$ cat config.mk
export PLATFORM = sky130hd
export DESIGN_NAME = midpoint_circle_rasterizer_core_flat
export DESIGN_NICKNAME = d
export VERILOG_FILES = /design/src/hw/rtl/mcr_pkg.sv /design/src/hw/rtl/mcr_if.sv /design/src/hw/rtl/midpoint_circle_rasterizer_core.sv /design/src/hw/rtl/mcr_front.sv /design/src/hw/rtl/mcr_queue.sv /design/src/hw/rtl/mcr_back.sv /design/src/flat_wrapper.sv
export SDC_FILE = /design/constraint.sdc
export NUM_CORES = 1
export LEC_CHECK = 0
export ABC_AREA = 1
export BUFFER_PORTS_ARGS = -buffer_cell sky130_fd_sc_hd__buf_2
export CORE_MARGIN = 1
export CORE_UTILIZATION = 50
export DETAILED_ROUTE_END_ITERATION = 8
export GPL_TIMING_DRIVEN = 0
export PLACE_DENSITY = 0.74
export SYNTH_ARGS = -nofsm -noshare
export SYNTH_HDL_FRONTEND = slang
export SYNTH_SLANG_ARGS = --single-unit
$ cat constraint.sdc
create_clock -name clk -period 5.9 [get_ports clk]
set_input_delay 0.59 -clock clk [delete_from_list [all_inputs] [get_ports clk]]
set_output_delay 0.59 -clock clk [all_outputs]
set_load 0.01 [all_outputs]
$ cat src/hw/rtl/mcr_pkg.sv
// mcr_pkg: shared constants for the midpoint circle rasterizer
// octant mirror tables, action codes and queue sizing; no dependencies

package mcr_pkg;

  // input action codes
  localparam logic ACT_START = 1'b0;
  localparam logic ACT_STEP  = 1'b1;

  // pixels per step, one per mirror octant
  localparam int unsigned OCT_COUNT = 8;
  localparam int unsigned OCT_BITS  = 3;
  localparam logic [OCT_BITS-1:0] OCT_FIRST = 3'd0;
  localparam logic [OCT_BITS-1:0] OCT_LAST  = 3'd7;

  // per-octant mirror controls, bit k serves octant k
  // order: (x,y) (y,x) (-x,y) (-y,x) (-x,-y) (-y,-x) (x,-y) (y,-x)
  localparam logic [OCT_COUNT-1:0] OCT_SWAP  = 8'b1010_1010;
  localparam logic [OCT_COUNT-1:0] OCT_NEG_A = 8'b0011_1100;
  localparam logic [OCT_COUNT-1:0] OCT_NEG_B = 8'b1111_0000;

  // step queue between front and back
  localparam int unsigned QUEUE_DEPTH = 2;
  localparam int unsigned QPTR_BITS   = (QUEUE_DEPTH > 1) ? $clog2(QUEUE_DEPTH) : 1;
  localparam int unsigned QCNT_BITS   = $clog2(QUEUE_DEPTH + 1);

endpackage

$ cat src/hw/rtl/mcr_if.sv
// mcr_in_if / mcr_out_if: valid/ready channels of the circle rasterizer
// request channel (start or step) and pixel channel; no dependencies

interface mcr_in_if #(
  parameter int unsigned COORD_BITS = 10
) ();
  logic                  valid;
  logic                  ready;
  logic                  action;
  logic [COORD_BITS-1:0] center_x;
  logic [COORD_BITS-1:0] center_y;
  logic [COORD_BITS-1:0] radius;

  modport source (output valid, action, center_x, center_y, radius, input ready);
  modport sink   (input valid, action, center_x, center_y, radius, output ready);
endinterface

interface mcr_out_if #(
  parameter int unsigned COORD_BITS = 10
) ();
  logic                         valid;
  logic                         ready;
  logic signed [COORD_BITS+1:0] pixel_x;
  logic signed [COORD_BITS+1:0] pixel_y;
  logic [2:0]                   octant;
  logic                         last_of_step;
  logic                         circle_done;

  modport source (output valid, pixel_x, pixel_y, octant, last_of_step, circle_done,
                  input ready);
  modport sink   (input valid, pixel_x, pixel_y, octant, last_of_step, circle_done,
                  output ready);
endinterface

$ cat src/hw/rtl/midpoint_circle_rasterizer_core.sv
// midpoint_circle_rasterizer_core: top level of the midpoint circle rasterizer
// front (state update), step queue and back (pixel expansion); uses mcr_pkg, mcr_if
//
// channel  dir  handshake      payload
// req      in   valid/ready    action, center_x, center_y, radius
// pix      out  valid/ready    pixel_x, pixel_y, octant, last_of_step, circle_done
//
// a step that draws gives eight pixels, one per cycle unless pix.ready stalls the back;
// the step rate is set by the single pixel port of the back part
// start items and steps while idle yield nothing
// the front keeps taking requests while the step queue has room; the back stalls
// only on pix.ready, the front only on a full queue
// synchronous reset clears the drawing state, the queue and the output valid

module midpoint_circle_rasterizer_core #(
  parameter int unsigned COORD_BITS = 10
) (
  input  logic clk,
  input  logic rst,
  mcr_in_if.sink    req,
  mcr_out_if.source pix
);

  localparam int unsigned ENTRY_BITS = 4 * COORD_BITS + 3;

  logic                  q_push;
  logic [ENTRY_BITS-1:0] q_data;
  logic                  q_full;
  logic                  q_pop;
  logic                  q_empty;
  logic [ENTRY_BITS-1:0] q_head;

  // request handling and midpoint state
  mcr_front #(
    .COORD_BITS (COORD_BITS),
    .ENTRY_BITS (ENTRY_BITS)
  ) u_front (
    .clk      (clk),
    .rst      (rst),
    .in_valid (req.valid),
    .in_ready (req.ready),
    .action   (req.action),
    .center_x (req.center_x),
    .center_y (req.center_y),
    .radius   (req.radius),
    .q_full   (q_full),
    .q_push   (q_push),
    .q_data   (q_data)
  );

  // step queue
  mcr_queue #(
    .ENTRY_BITS (ENTRY_BITS)
  ) u_queue (
    .clk       (clk),
    .rst       (rst),
    .push      (q_push),
    .push_data (q_data),
    .full      (q_full),
    .pop       (q_pop),
    .empty     (q_empty),
    .head      (q_head)
  );

  // pixel expansion
  mcr_back #(
    .COORD_BITS (COORD_BITS),
    .ENTRY_BITS (ENTRY_BITS)
  ) u_back (
    .clk          (clk),
    .rst          (rst),
    .q_empty      (q_empty),
    .q_head       (q_head),
    .q_pop        (q_pop),
    .out_valid    (pix.valid),
    .out_ready    (pix.ready),
    .pixel_x      (pix.pixel_x),
    .pixel_y      (pix.pixel_y),
    .octant       (pix.octant),
    .last_of_step (pix.last_of_step),
    .circle_done  (pix.circle_done)
  );

endmodule

$ cat src/hw/rtl/mcr_front.sv
// mcr_front: takes start/step requests and advances the midpoint state
// pushes one queue entry per drawing step; uses mcr_pkg

module mcr_front #(
  parameter int unsigned COORD_BITS = 10,
  parameter int unsigned ENTRY_BITS = 4 * COORD_BITS + 3
) (
  input  logic                  clk,
  input  logic                  rst,
  input  logic                  in_valid,
  output logic                  in_ready,
  input  logic                  action,
  input  logic [COORD_BITS-1:0] center_x,
  input  logic [COORD_BITS-1:0] center_y,
  input  logic [COORD_BITS-1:0] radius,
  input  logic                  q_full,
  output logic                  q_push,
  output logic [ENTRY_BITS-1:0] q_data
);

  localparam int unsigned OW = COORD_BITS + 1;
  localparam int unsigned DW = COORD_BITS + 4;

  // drawing state
  logic [COORD_BITS-1:0] held_x;
  logic [COORD_BITS-1:0] held_y;
  logic [OW-1:0]         offset_major;
  logic [OW-1:0]         offset_minor;
  logic [DW-1:0]         decision_term;
  logic                  active;

  logic          accept;
  logic [OW-1:0] major_next;
  logic [OW-1:0] minor_next;
  logic [DW-1:0] decision_next;
  logic          done;
  logic [DW-1:0] minor_w;
  logic [DW-1:0] major_w;

  assign in_ready = !q_full;
  assign accept   = in_valid && in_ready;

  // next offset pair and decision term
  always_comb begin
    minor_next = offset_minor + OW'(1);
    minor_w    = DW'(minor_next);
    if (decision_term[DW-1]) begin
      major_next    = offset_major;
      major_w       = DW'(offset_major);
      decision_next = decision_term + (minor_w << 1) + DW'(1);
    end else begin
      major_next    = offset_major - OW'(1);
      major_w       = DW'(major_next);
      decision_next = decision_term + ((minor_w - major_w + DW'(1)) << 1);
    end
    // signed compare, the major offset drops to -1 on a zero radius
    done = ($signed(major_next) < $signed(minor_next));
  end

  // queue entry carries the current pair, so the back needs no midpoint state of its own
  assign q_push = accept && (action == mcr_pkg::ACT_STEP) && active;
  assign q_data = {held_x, held_y, offset_major, offset_minor, done};

  // control state
  always_ff @(posedge clk) begin
    if (rst) begin
      active <= 1'b0;
    end else if (accept) begin
      if (action == mcr_pkg::ACT_START) begin
        active <= 1'b1;
      end else if (active && done) begin
        active <= 1'b0;
      end
    end
  end

  // offsets, decision term and center
  always_ff @(posedge clk) begin
    if (rst) begin
      offset_major  <= '0;
      offset_minor  <= '0;
      decision_term <= '0;
      held_x        <= '0;
      held_y        <= '0;
    end else if (accept) begin
      if (action == mcr_pkg::ACT_START) begin
        held_x        <= center_x;
        held_y        <= center_y;
        offset_major  <= OW'(radius);
        offset_minor  <= '0;
        decision_term <= DW'(1) - DW'(radius);
      end else if (active) begin
        offset_major  <= major_next;
        offset_minor  <= minor_next;
        decision_term <= decision_next;
      end
    end
  end

endmodule

$ cat src/hw/rtl/mcr_queue.sv
// mcr_queue: short register queue of step entries between front and back
// depth from mcr_pkg; uses mcr_pkg

module mcr_queue #(
  parameter int unsigned ENTRY_BITS = 43
) (
  input  logic                  clk,
  input  logic                  rst,
  input  logic                  push,
  input  logic [ENTRY_BITS-1:0] push_data,
  output logic                  full,
  input  logic                  pop,
  output logic                  empty,
  output logic [ENTRY_BITS-1:0] head
);

  localparam int unsigned DEPTH = mcr_pkg::QUEUE_DEPTH;
  localparam int unsigned PW    = mcr_pkg::QPTR_BITS;
  localparam int unsigned CW    = mcr_pkg::QCNT_BITS;

  logic [ENTRY_BITS-1:0] slots [DEPTH];
  logic [PW-1:0]         wr_ptr;
  logic [PW-1:0]         rd_ptr;
  logic [CW-1:0]         count;
  logic                  do_push;
  logic                  do_pop;

  assign full    = (count == CW'(DEPTH));
  assign empty   = (count == '0);
  assign do_push = push && !full;
  assign do_pop  = pop && !empty;
  assign head    = slots[rd_ptr];

  // storage
  always_ff @(posedge clk) begin
    if (do_push) begin
      slots[wr_ptr] <= push_data;
    end
  end

  // pointers and fill count
  always_ff @(posedge clk) begin
    if (rst) begin
      wr_ptr <= '0;
      rd_ptr <= '0;
      count  <= '0;
    end else begin
      if (do_push) begin
        wr_ptr <= (wr_ptr == PW'(DEPTH - 1)) ? '0 : wr_ptr + PW'(1);
      end
      if (do_pop) begin
        rd_ptr <= (rd_ptr == PW'(DEPTH - 1)) ? '0 : rd_ptr + PW'(1);
      end
      if (do_push && !do_pop) begin
        count <= count + CW'(1);
      end else if (do_pop && !do_push) begin
        count <= count - CW'(1);
      end
    end
  end

endmodule

$ cat src/hw/rtl/mcr_back.sv
// mcr_back: expands one queued step into eight mirrored pixels
// one pixel per cycle while out_ready does not stall, into an output register; uses mcr_pkg

module mcr_back #(
  parameter int unsigned COORD_BITS = 10,
  parameter int unsigned ENTRY_BITS = 4 * COORD_BITS + 3
) (
  input  logic                         clk,
  input  logic                         rst,
  input  logic                         q_empty,
  input  logic [ENTRY_BITS-1:0]        q_head,
  output logic                         q_pop,
  output logic                         out_valid,
  input  logic                         out_ready,
  output logic signed [COORD_BITS+1:0] pixel_x,
  output logic signed [COORD_BITS+1:0] pixel_y,
  output logic [2:0]                   octant,
  output logic                         last_of_step,
  output logic                         circle_done
);

  localparam int unsigned OW = COORD_BITS + 1;
  localparam int unsigned PW = COORD_BITS + 2;

  logic [COORD_BITS-1:0]        cx;
  logic [COORD_BITS-1:0]        cy;
  logic [OW-1:0]                ox;
  logic [OW-1:0]                oy;
  logic                         step_done;
  logic [mcr_pkg::OCT_BITS-1:0] oct;
  logic                         advance;
  logic                         load;
  logic [OW-1:0]                off_a;
  logic [OW-1:0]                off_b;
  logic [PW-1:0]                px;
  logic [PW-1:0]                py;

  assign {cx, cy, ox, oy, step_done} = q_head;

  assign advance = !out_valid || out_ready;
  assign load    = advance && !q_empty;
  assign q_pop   = load && (oct == mcr_pkg::OCT_LAST);

  // mirror the offset pair for the current octant
  always_comb begin
    off_a = mcr_pkg::OCT_SWAP[oct] ? oy : ox;
    off_b = mcr_pkg::OCT_SWAP[oct] ? ox : oy;
    px = mcr_pkg::OCT_NEG_A[oct] ? PW'(cx) - PW'(off_a) : PW'(cx) + PW'(off_a);
    py = mcr_pkg::OCT_NEG_B[oct] ? PW'(cy) - PW'(off_b) : PW'(cy) + PW'(off_b);
  end

  // octant counter and output valid
  always_ff @(posedge clk) begin
    if (rst) begin
      oct       <= mcr_pkg::OCT_FIRST;
      out_valid <= 1'b0;
    end else begin
      if (load) begin
        oct <= oct + 3'd1;
      end
      if (advance) begin
        out_valid <= load;
      end
    end
  end

  // output payload register
  always_ff @(posedge clk) begin
    if (load) begin
      pixel_x      <= $signed(px);
      pixel_y      <= $signed(py);
      octant       <= oct;
      last_of_step <= (oct == mcr_pkg::OCT_LAST);
      circle_done  <= (oct == mcr_pkg::OCT_LAST) && step_done;
    end
  end

endmodule

$ cat src/flat_wrapper.sv
// flat-port wrapper written by rule: the top's interface ports become plain ports
module midpoint_circle_rasterizer_core_flat 
#(
  parameter int unsigned COORD_BITS = 10
)
  (clk, rst, req_valid, req_action, req_center_x, req_center_y, req_radius, req_ready, pix_valid, pix_pixel_x, pix_pixel_y, pix_octant, pix_last_of_step, pix_circle_done, pix_ready);
  mcr_in_if #(.COORD_BITS(COORD_BITS)) req_i ();
  mcr_out_if #(.COORD_BITS(COORD_BITS)) pix_i ();
  input  logic clk;
  input  logic rst;
  input wire logic [$bits(req_i.valid)-1:0] req_valid;
  input wire logic [$bits(req_i.action)-1:0] req_action;
  input wire logic [$bits(req_i.center_x)-1:0] req_center_x;
  input wire logic [$bits(req_i.center_y)-1:0] req_center_y;
  input wire logic [$bits(req_i.radius)-1:0] req_radius;
  output wire logic [$bits(req_i.ready)-1:0] req_ready;
  output wire logic [$bits(pix_i.valid)-1:0] pix_valid;
  output wire logic [$bits(pix_i.pixel_x)-1:0] pix_pixel_x;
  output wire logic [$bits(pix_i.pixel_y)-1:0] pix_pixel_y;
  output wire logic [$bits(pix_i.octant)-1:0] pix_octant;
  output wire logic [$bits(pix_i.last_of_step)-1:0] pix_last_of_step;
  output wire logic [$bits(pix_i.circle_done)-1:0] pix_circle_done;
  input wire logic [$bits(pix_i.ready)-1:0] pix_ready;
  assign req_i.valid = req_valid;
  assign req_i.action = req_action;
  assign req_i.center_x = req_center_x;
  assign req_i.center_y = req_center_y;
  assign req_i.radius = req_radius;
  assign req_ready = req_i.ready;
  assign pix_valid = pix_i.valid;
  assign pix_pixel_x = pix_i.pixel_x;
  assign pix_pixel_y = pix_i.pixel_y;
  assign pix_octant = pix_i.octant;
  assign pix_last_of_step = pix_i.last_of_step;
  assign pix_circle_done = pix_i.circle_done;
  assign pix_i.ready = pix_ready;
  midpoint_circle_rasterizer_core #(.COORD_BITS(COORD_BITS)) u_core (.clk(clk), .rst(rst), .req(req_i), .pix(pix_i));
endmodule
==> After elaboration in Yosys (flattened, before gate mapping) <==
Memory sizes are Yosys's and may differ from the RTL's. A register that Yosys moved wholly into a read port is not among the register bits.
Cells that the tools add are included.
Widths: inputs -> output; s select.
{ "word_totals": {"word_cells": 97, "output_inout_bits": 31, "regBits": 94, "n_memories": 4, "mem_bits_rw": 86, "rom_bits": 24, "input_bits": 35} }
{ "classes": {"reduce_logical": 22, "n_addsub": 17, "n_eq_ne": 4, "muxes": 31, "n_bitwise": 1, "order_cmp": 2} }
{ "memory_table": {"columns": ["memory", "depth", "width", "rd", "rd_clocked_by_memory_dff", "wr", "line", "source"], "rows": [
  ["u_core.u_queue.slots", 2, 43, 1, 1, 1, "mcr_queue.sv:21", "logic [ENTRY_BITS-1:0] slots [DEPTH];"],
  ["(name not given)", 8, 1, 1, 1, 0, "mcr_back.sv:49", "py = mcr_pkg::OCT_NEG_B[oct] ? PW'(cy) - PW'(off_b) : PW'(cy) + PW'(off_b);"],
  ["(name not given)", 8, 1, 1, 1, 0, "mcr_back.sv:48", "px = mcr_pkg::OCT_NEG_A[oct] ? PW'(cx) - PW'(off_a) : PW'(cx) + PW'(off_a);"],
  ["(name not given)", 8, 1, 1, 1, 0, "mcr_back.sv:47", "off_b = mcr_pkg::OCT_SWAP[oct] ? ox : oy;"]
]} }
{ "ops": {"columns": ["op", "count"], "rows": [
  ["$mux 11", 7],
  ["$mux 14", 3],
  ["$add 10x11->12", 2],
  ["$mux 12", 2],
  ["$sub 10x11->12", 2],
  ["$mux 3", 6],
  ["$add 14x1->14 const B", 1],
  ["$add 14x12->14", 1],
  ["$add 14x14->14", 1],
  ["$add 12x2->13 const B", 1],
  ["$sub 11x11->12", 1],
  ["$add 11x1->11 const B", 1],
  ["$logic_and 1x1->1", 11],
  ["$lt 11x11->1", 1],
  ["$mux 1", 11],
  ["$sub 1x10->11 const A", 1],
  ["$sub 11x1->11 const B", 1],
  ["$reduce_and 2->1", 3],
  ["$logic_not 1->1", 5],
  ["$lt 3x4->1 const B", 1],
  ["$mux 2", 2],
  ["$ne 2x1->1 const B", 2],
  ["$add 3x1->3 const B", 1],
  ["$eq 3x3->1 const B", 1],
  ["8 further kinds", 9]
]} }

==> Depth between registers and ports, before layout <==
Gate-level depths: netlist of run 1.
{ "logic_depth": {"depth_word": 10, "depth_mapped": 34, "mapped_depth_nobuf": 34} }

==> Hierarchy <==
Synthesis of run 1 repeated with hierarchy kept, for this count alone.
{ "unflattened": {"hier_cells": 1337, "hier_area_um2": 11760.0} }
{ "by_module_without_submodules": {"columns": ["module", "area_per_inst_um2", "seq_area_each_um2", "n_inst", "cells_each"], "rows": [
  ["mcr_front", 5170.0, 1141.1, 1, 787],
  ["mcr_queue", 3558.4, 2682.6, 1, 171],
  ["mcr_back", 3031.7, 1011.0, 1, 379]
]} }

==> Worst setup path before layout of run 1 <==
OpenSTA, ideal clock, no wires.
{ "synth_timing": {"path_type": "reg2reg", "startpoint": "reg u_core.u_front.offset_minor[0]", "endpoint": "reg u_core.u_front.decision_term[13]", "path_buffers": 0, "path_slack_ns": 2.041, "t_arrival_ns": 3.734, "setup_time_ns": 0.125, "stages_incl_launch_ff": 28, "required_time_ns": 5.775, "synth_period_minus_slack_ns": 3.859, "cell_sequence": "dfxtp_1 ha_1 nand2_2 nor3_1 xor2_1 ha_1 a21oi_1 o21a_1 nand2_1 nand2_1 nand2_1 or2_2 nor2_1 nand4_1 xnor2_1 ha_1 nand2_1 nor2_1 nand2_1 o211ai_1 a31oi_1 inv_1 nand2_1 nand2_1 nand2_1 nand2_1 nand2_1 a21oi_2"} }
{ "synth_via": {"elab_chain_cells": 7, "elab_cells_between_ends": 9, "cone_classes": "add/sub: 6; mux: 3"} }
{ "synth_rtl": {"columns": ["item", "line", "source"], "rows": [
  ["start: declaration", "mcr_front.sv:28", "logic [OW-1:0] offset_minor;"],
  ["start signal: assignment", "mcr_front.sv:94", "offset_minor <= minor_next;"],
  ["$add 11x1->11 (*)", "mcr_front.sv:45", "minor_next = offset_minor + OW'(1);"],
  ["$sub 11x11->12", "mcr_front.sv:54", "decision_next = decision_term + ((minor_w - major_w + DW'(1)) << 1);"],
  ["$add 12x2->13", "mcr_front.sv:54", null],
  ["$add 14x14->14", "mcr_front.sv:54", null],
  ["$mux 14 (*)", "mcr_front.sv:47", "if (decision_term[DW-1]) begin"],
  ["$mux 14 (*)", "mcr_front.sv:92", "end else if (active) begin"],
  ["$mux 14 (*)", "mcr_front.sv:86", "if (action == mcr_pkg::ACT_START) begin"],
  ["end signal: assignment", "mcr_front.sv:91", "decision_term <= DW'(1) - DW'(radius);"],
  ["end signal: assignment", "mcr_front.sv:95", "decision_term <= decision_next;"],
  ["end: declaration", "mcr_front.sv:29", "logic [DW-1:0] decision_term;"]
]} }
Mark *: on every way between the ends. The rest lies on a longest branch, timed or not. The select of a mux whose other input is x is not followed.
A chain may end at the register's enable or synchronous reset.

==> Final worst setup path of run 1 <==
Ends and elaborated chain as after synthesis.

==> reports/qor.yml, run 1 <==
final_hpwl_dp_mm: 20.4
vias: 9223
synth_cells: 1323
holdBufCountCts: 0
maximum_number_of_pins_on_one_net_before_global_route_repair: 35
post-cts-setup-buffer-count: 0
post_synthesis_async_set_or_reset_flop_share: 0
max_slew.worst_pin.slew_ps: 791
worst_path_most_repeated_cell: "nand2_1"
grt.overflow.total: 0
gp_routability_congestion: 0.923
place_inst: 1669
port_buffers: 63
synth.net_count: 1437
timing.hold.worst.class: "input port to flop"
final_max_slew_viol_count: 0
ys_seq_elements: 184
syn_to_final_growth_pct: 12.0
worst-path-buf-inv: 0
seq_power_share: 0.405
power.switching_mw: 1.28
cp_data_arrival_time_ps: 5180
power_leakage_nw: 5.49
grt_pass1_wl_mm: 43.1
final.hold.worst_slack_ps: 374
worstPathRequired_ps: 6270
clock_pin_slew_reported_for_the_worst_setup_and_hold_paths_after_clock_tree_synthesis_ps: 80
die_y_um: 151
die_x_um: 151
number_of_enable_flip_flop_cells_after_synthesis: 115
effective_utilization_at_floorplan: 0.509
peakVddDrop_mv: 0.212
tns_ps: 0
initialDrtViolationCount: 644
drive_above_1_share: 0.123
grt_antenna_before_repair: 0
design_power_total_mw: 3.69
slowest_stage: "dfxtp_1"
max_clock_freq_mhz: 208
period_share: 0.816
grt_setup_unrepaired: "false"
critPathTopFamily: "simple AND/OR/NAND/NOR gates"
outcome: "complete, no violations"
wl_mm: 26.8
n_fill_cell: 1974
drt-pass1-iter-count: 5
synth_cell_types: 51
cts.sinks: 184
power_switching_share: 0.346
critPathMaxStageDelay_ps: 520
clock_power_share: 0.300
first_global_vias: 8799
setup_violations: 0
cellPowerDensity_nw_per_um2: 297
ys_dominant_reg_cell: "edfxtp_1"
final_antenna_net_count: 0
final_hold_viol_count: 0
design.final.nets: 1522
setup.worst_path.start_class: "flop"
timing.critical_path.fanout_max: 8
crit_path_end_kind: "flop"
die-area_um2: 22800
cell_row_count: 54
netlist_area_um2: 11100
remaining_drc_errors: 0
num_antenna_cells: 0
synth_seq_area_share: 0.435
detail_route.wl_per_cell_um: 15.8
clk-insertion-delay-late_ps: 440
cts_tree: "built"
vias_per_cell: 5.42
criticalPathCategory: "flop to flop"
ctsHtreeMaxLevel: 4
core_area_um2: 21800
cts_root_buffer: "clkbuf_16"
synthesis.yosys.warnings: 0
non_filler_instance_count_after_layout: 1701
final_critical_path_required_period_ps: 4810
max_slew_margin: 0.473
syn_avg_cell_area_um2: 8.40
timing.max_cap.violations: 0
grt_util_all_layers: 0.248
num_io_pins: 66
combinationalPowerShare: 0.295
p_int_mw: 2.42
number_of_cts_inserted_buffers: 17
post_cts_resize_count: 0
max-clock-path-buffers: 2
fin_skew_ps: 15.6
[cell families after synthesis]
family,Yosys count,synth area share
flip-flops,184,0.435
buffers and inverters,191,0.0685
XOR/XNOR,71,0.0566
multiplexers,18,0.0163
AND/OR/NAND/NOR,514,0.199
adder cells (fa/ha/maj),79,0.0923
AO/OA/AOI/OAI,266,0.132
[tightest hold or removal path: stages]
cell    delay (ps)
buf_2           70
nor2_1          30
nor2_1          80
[path summary, 6_finish.rpt]
path | cells after the start | slack (ps) | end | startpoint
worst max-delay path | 26 | 1090 | u_core.u_front.decision_term[13] | u_core.u_front.offset_minor[0]
worst min-delay path | 3 | 370 | u_core.u_front.held_x[7] | req_center_x[7]
worst max register to register | 26 | 1090 | u_core.u_front.decision_term[13] | u_core.u_front.offset_minor[0]
worst min register to register | 0 | 450 | u_core.u_queue.slots[1][30] | u_core.u_front.held_y[7]
[synth_stat cells, types with 2 or more instances]
library cell,number,area [um2]
a21o_1,2,15.0
a21oi_1,107,536
a221oi_1,8,70.1
a31oi_1,7,43.8
buf_4,2,15.0
buf_6,4,45.0
clkbuf_1,31,116
dfxtp_1,69,1380
edfxtp_1,115,3450
fa_1,5,100
ha_1,74,926
inv_1,143,537
inv_2,7,26.3
inv_4,2,12.5
mux2i_1,17,170
nand2_1,295,1110
nand2_2,17,106
nand2_4,4,45.0
nand3_1,36,180
nand3_2,7,70.1
nand3b_1,3,22.5
nand4_1,9,56.3
nor2_1,110,413
nor2_2,7,43.8
nor2_4,4,45.0
nor3_1,14,70.1
o211ai_1,7,52.6
o21ai_0,96,480
o21ai_1,16,80.1
o21ai_2,11,96.3
o21bai_1,2,15.0
o31ai_1,2,15.0
or2_2,4,25.0
xnor2_1,29,254
xor2_1,41,359
[cell type report]
type | count | area [um2] | area share
Multi-Input combinational cell | 948 | 5540 | 0.445
Timing Repair Buffer | 66 | 375 | 0.0302
Sequential cell | 184 | 4830 | 0.388
Tap cell | 280 | 350 | 0.0281
Clock buffer | 17 | 425 | 0.0342
Buffer | 38 | 181 | 0.0146
Clock inverter | 15 | 160 | 0.0129
Inverter | 153 | 579 | 0.0465
[power groups by stage]
stage | sequential (mW) | clock, mW | combinational, mW
detailed placement | 1.52 | 0 | 1.07
global route | 1.50 | 1.17 | 1.24
CTS | 1.49 | 1.13 | 1.08
global placement | 1.52 | 0 | 1.04
finish | 1.49 | 1.11 | 1.09
floorplan | 1.52 | 0 | 0.816
[metrics by stage]
stage	util	setup WS (ps)	area [um2]
after global routing	0.570	691	12400
after detailed placement	0.544	1250	11900
after floorplan	-	2040	11100
final	0.570	1090	12400
after global placement	0.540	1090	11800
after CTS	0.570	1190	12400
[flip-flops by register name, summed over array words and instances, names as in the netlist, named ones only]
name	flops
u_core.u_back.circle_done	1
u_core.u_back.last_of_step	1
u_core.u_back.oct	3
u_core.u_back.octant	3
u_core.u_back.out_valid	1
u_core.u_back.pixel_x	12
u_core.u_back.pixel_y	12
u_core.u_front.active	1
u_core.u_front.decision_term	14
u_core.u_front.held_x	10
u_core.u_front.held_y	10
u_core.u_front.offset_major	11
u_core.u_front.offset_minor	11
u_core.u_queue.count	2
u_core.u_queue.rd_ptr	1
u_core.u_queue.slots	86
u_core.u_queue.wr_ptr	1
[layout by cell type (no fill, tap or decap), types with 17 or more instances in the layout]
| cell | instances |
|---|---|
| clkbuf_1 | 31 |
| edfxtp_1 | 115 |
| o21ai_0 | 96 |
| buf_2 | 64 |
| a21oi_1 | 106 |
| xor2_1 | 41 |
| inv_1 | 143 |
| clkbuf_16 | 17 |
| dfxtp_1 | 69 |
| nor2_1 | 108 |
| xnor2_1 | 29 |
| nand2_1 | 295 |
| mux2i_1 | 17 |
| ha_1 | 74 |
| nand2_2 | 17 |
| nand3_1 | 36 |
[layer usage]
layer,global-route usage,share of wire,up-vias
met1,0.319,0.43,4255
met2,0.413,0.48,306
li1,-,-,4608
met5,0,0,-
met4,0.0790,0.023,0
met3,0.0578,0.067,54
(Power assumes the default switching activity.)
==> inputs of run 2 (changes only) <==
ABC_AREA = 0   (was 1)
PLACE_DENSITY = 0.76   (was 0.74)
clock period = 4.3 ns   (was 5.9 ns; I/O delays follow)
==> reports/qor.yml, run 2 <==
outcome: "finished, violations left"
violated_checks: "setup timing"
synth_top_cells_by_area: "edfxtp_1, dfxtp_1, ha_1, xor2_1, xnor2_1"
detail_route.wl_per_cell_um: 18.0
max-clock-path-buffers: 2
design_power_total_mw: 4.96
wirelength_met1_mm: 11.1
setup_violations: 1
critPathMaxStageDelay_ps: 560
synth.net_count: 1184
timing.hold.worst.class: "input port to flop"
gp_routability_congestion: 0.933
max_clock_freq_mhz: 229
grt_antenna_before_repair: 0
cell_row_count: 53
final.setup.worst_slack_ps: -62.4
post_route_standard_cell_area_excluding_fillers_um2: 12800
setup_ws_pre_cts_ps: -640
grt_setup_unrepaired: "true"
design.final.nets: 1305
drive_above_1_share: 0.211
criticalPathCategory: "flop to flop"
largest_reg_flops: 86
commonest_cells_after_routing_fill_and_taps_aside: "edfxtp_1, nor2_1, nand2_1"
wl_mm: 26.7
vias: 8608
port_buffers: 65
remaining_drc_errors: 0
drt-pass1-iter-count: 7
ctsHtreeMaxLevel: 4
ys_dominant_reg_cell: "edfxtp_1"
place_area_um2: 11500
slowest_stage: "or4_4"
clock_pin_slew_reported_for_the_worst_setup_and_hold_paths_after_clock_tree_synthesis_ps: 70
final_hold_viol_count: 0
final_critical_path_required_period_ps: 4360
wl_met3_mm: 1.88
regToRegSetupSlack_ps: -60
layout.cells.most_common: "edfxtp_1"
die-area_um2: 22100
clk-insertion-delay-late_ps: 430
post_synthesis_async_set_or_reset_flop_share: 0
grt.overflow.total: 0
cp_data_arrival_time_ps: 4690
top_layer: "met4"
initialDrtViolationCount: 637
final_max_slew_viol_count: 0
synthesis.yosys.warnings: 0
grt_util_all_layers: 0.250
grt_pass1_wl_mm: 42.4
number_of_enable_flip_flop_cells_after_synthesis: 115
core_area_um2: 21100
tns_ps: -62.4
syn_to_final_growth_pct: 18.5
cts_root_buffer: "clkbuf_16"
maximum_number_of_pins_on_one_net_before_global_route_repair: 34
vias_per_cell: 5.82
cts_tree: "built"
effective_utilization_at_floorplan: 0.510
worstPathRequired_ps: 4630
power_leakage_nw: 4.95
largest_registers_ranked_by_flip_flop_count: "u_core.u_queue.slots x86, u_core.u_front.decision_term x14"
top_post_synthesis_cells_by_count: "edfxtp_1, nor2_1, nand2_1"
met2_wirelength_mm: 12.8
most_repeated_cell_in_the_gate_level_netlist_after_synthesis: "edfxtp_1"
crit_path_end_kind: "flop"
registers.top_by_ff_count: "u_core.u_queue.slots"
num_io_pins: 66
synth_seq_area_share: 0.449
timing.max_cap.violations: 0
netlist_area_um2: 10800
synth_top_area_share: 0.321
peakVddDrop_mv: 0.262
first_global_vias: 8277
syn_avg_cell_area_um2: 10.1
number_of_cts_inserted_buffers: 17
fin_skew_ps: 10.6
final_hpwl_dp_mm: 19.1
synth_cell_types: 68
holdBufCountCts: 0
final_antenna_net_count: 0
ys_seq_elements: 184
max_slew_margin: 0.409
period_share: 1.01
cellPowerDensity_nw_per_um2: 389
max_slew.worst_pin.slew_ps: 886
path_cells: "or4_4, nor3b_4, nor2_1, ha_1, a21o_1, nor3_2, a21oi_2, o31ai_4, a311oi_4, nand4_1, xor2_1, ha_1, and3_1, a311o_1, a21o_1, a21oi_2, nand2_1, o221ai_2, nor3_2"
cts.sinks: 184
die_x_um: 149
synth_cells: 1070
die_y_um: 149
num_antenna_cells: 0
timing.critical_path.fanout_max: 8
setup.worst_path.start_class: "flop"
synthDominantAreaCellType: "edfxtp_1"
[run 2: what timing repair did]
item                                    CTS  global route
pin swaps                                19            34
endpoints found under the setup margin    9            10
buffers inserted                         23            17
resized for setup                        52            34
[run 2: layer usage]
| metal | up-vias | GRT usage |
|---|---|---|
| li1 | 4085 | - |
| met4 | 0 | 0.103 |
| met5 | - | 0 |
| met3 | 78 | 0.0423 |
| met2 | 368 | 0.419 |
| met1 | 4077 | 0.320 |
[run 2: metrics by stage]
stage,std cells,util,hold WS [ps]
after CTS,1464,0.592,221
after detailed placement,1412,0.546,435
after floorplan,1070,-,420
after global routing,1479,0.605,244
after global placement,1410,0.543,431
final,1479,0.605,235
[run 2: critical path, delay by kind of cell (launching register included)]
family,cells,cell delay (ps)
compound gates,8,1560
xor+xnor,1,240
fa+ha+maj,2,610
flops,1,380
simple gates,8,1450
[run 2: logic make-up (layout without fill, tap and decap cells)]
kind of cell,Yosys count,after routing,synth area share
AO/OA/AOI/OAI,227,227,0.134
XOR/XNOR,109,109,0.0887
adder cells (fa/ha/maj),79,79,0.0953
buffers and inverters,86,220,0.0324
flip-flops,184,184,0.449
multiplexers,61,61,0.0602
AND/OR/NAND/NOR,324,324,0.140
[run 2: final cells by class]
cell class / instances / area [um2]
Timing Repair Buffer: 105 / 667
Clock inverter: 9 / 104
Tap cell: 275 / 344
Buffer: 41 / 193
Clock buffer: 23 / 479
Multi-Input combinational cell: 800 / 5950
Fill cell: 1687 / 8330
Sequential cell: 184 / 4860
Inverter: 42 / 158
[run 2: worst paths after layout]
path / startpoint / cells past startpoint / endpoint
max: u_core.u_front.offset_major[2] / 19 / u_core.u_front.decision_term[13]
min: req_center_x[5] / 3 / u_core.u_front.held_x[5]
max reg2reg: u_core.u_front.offset_major[2] / 19 / u_core.u_front.decision_term[13]
min reg2reg: u_core.u_front.held_x[2] / 0 / u_core.u_queue.slots[1][35]
[run 2: power by group]
part	total, mW	internal (mW)	switching (mW)
Clock	1.56	0.867	0.693
Combinational	1.40	0.624	0.772
Sequential	2.01	1.95	0.0542
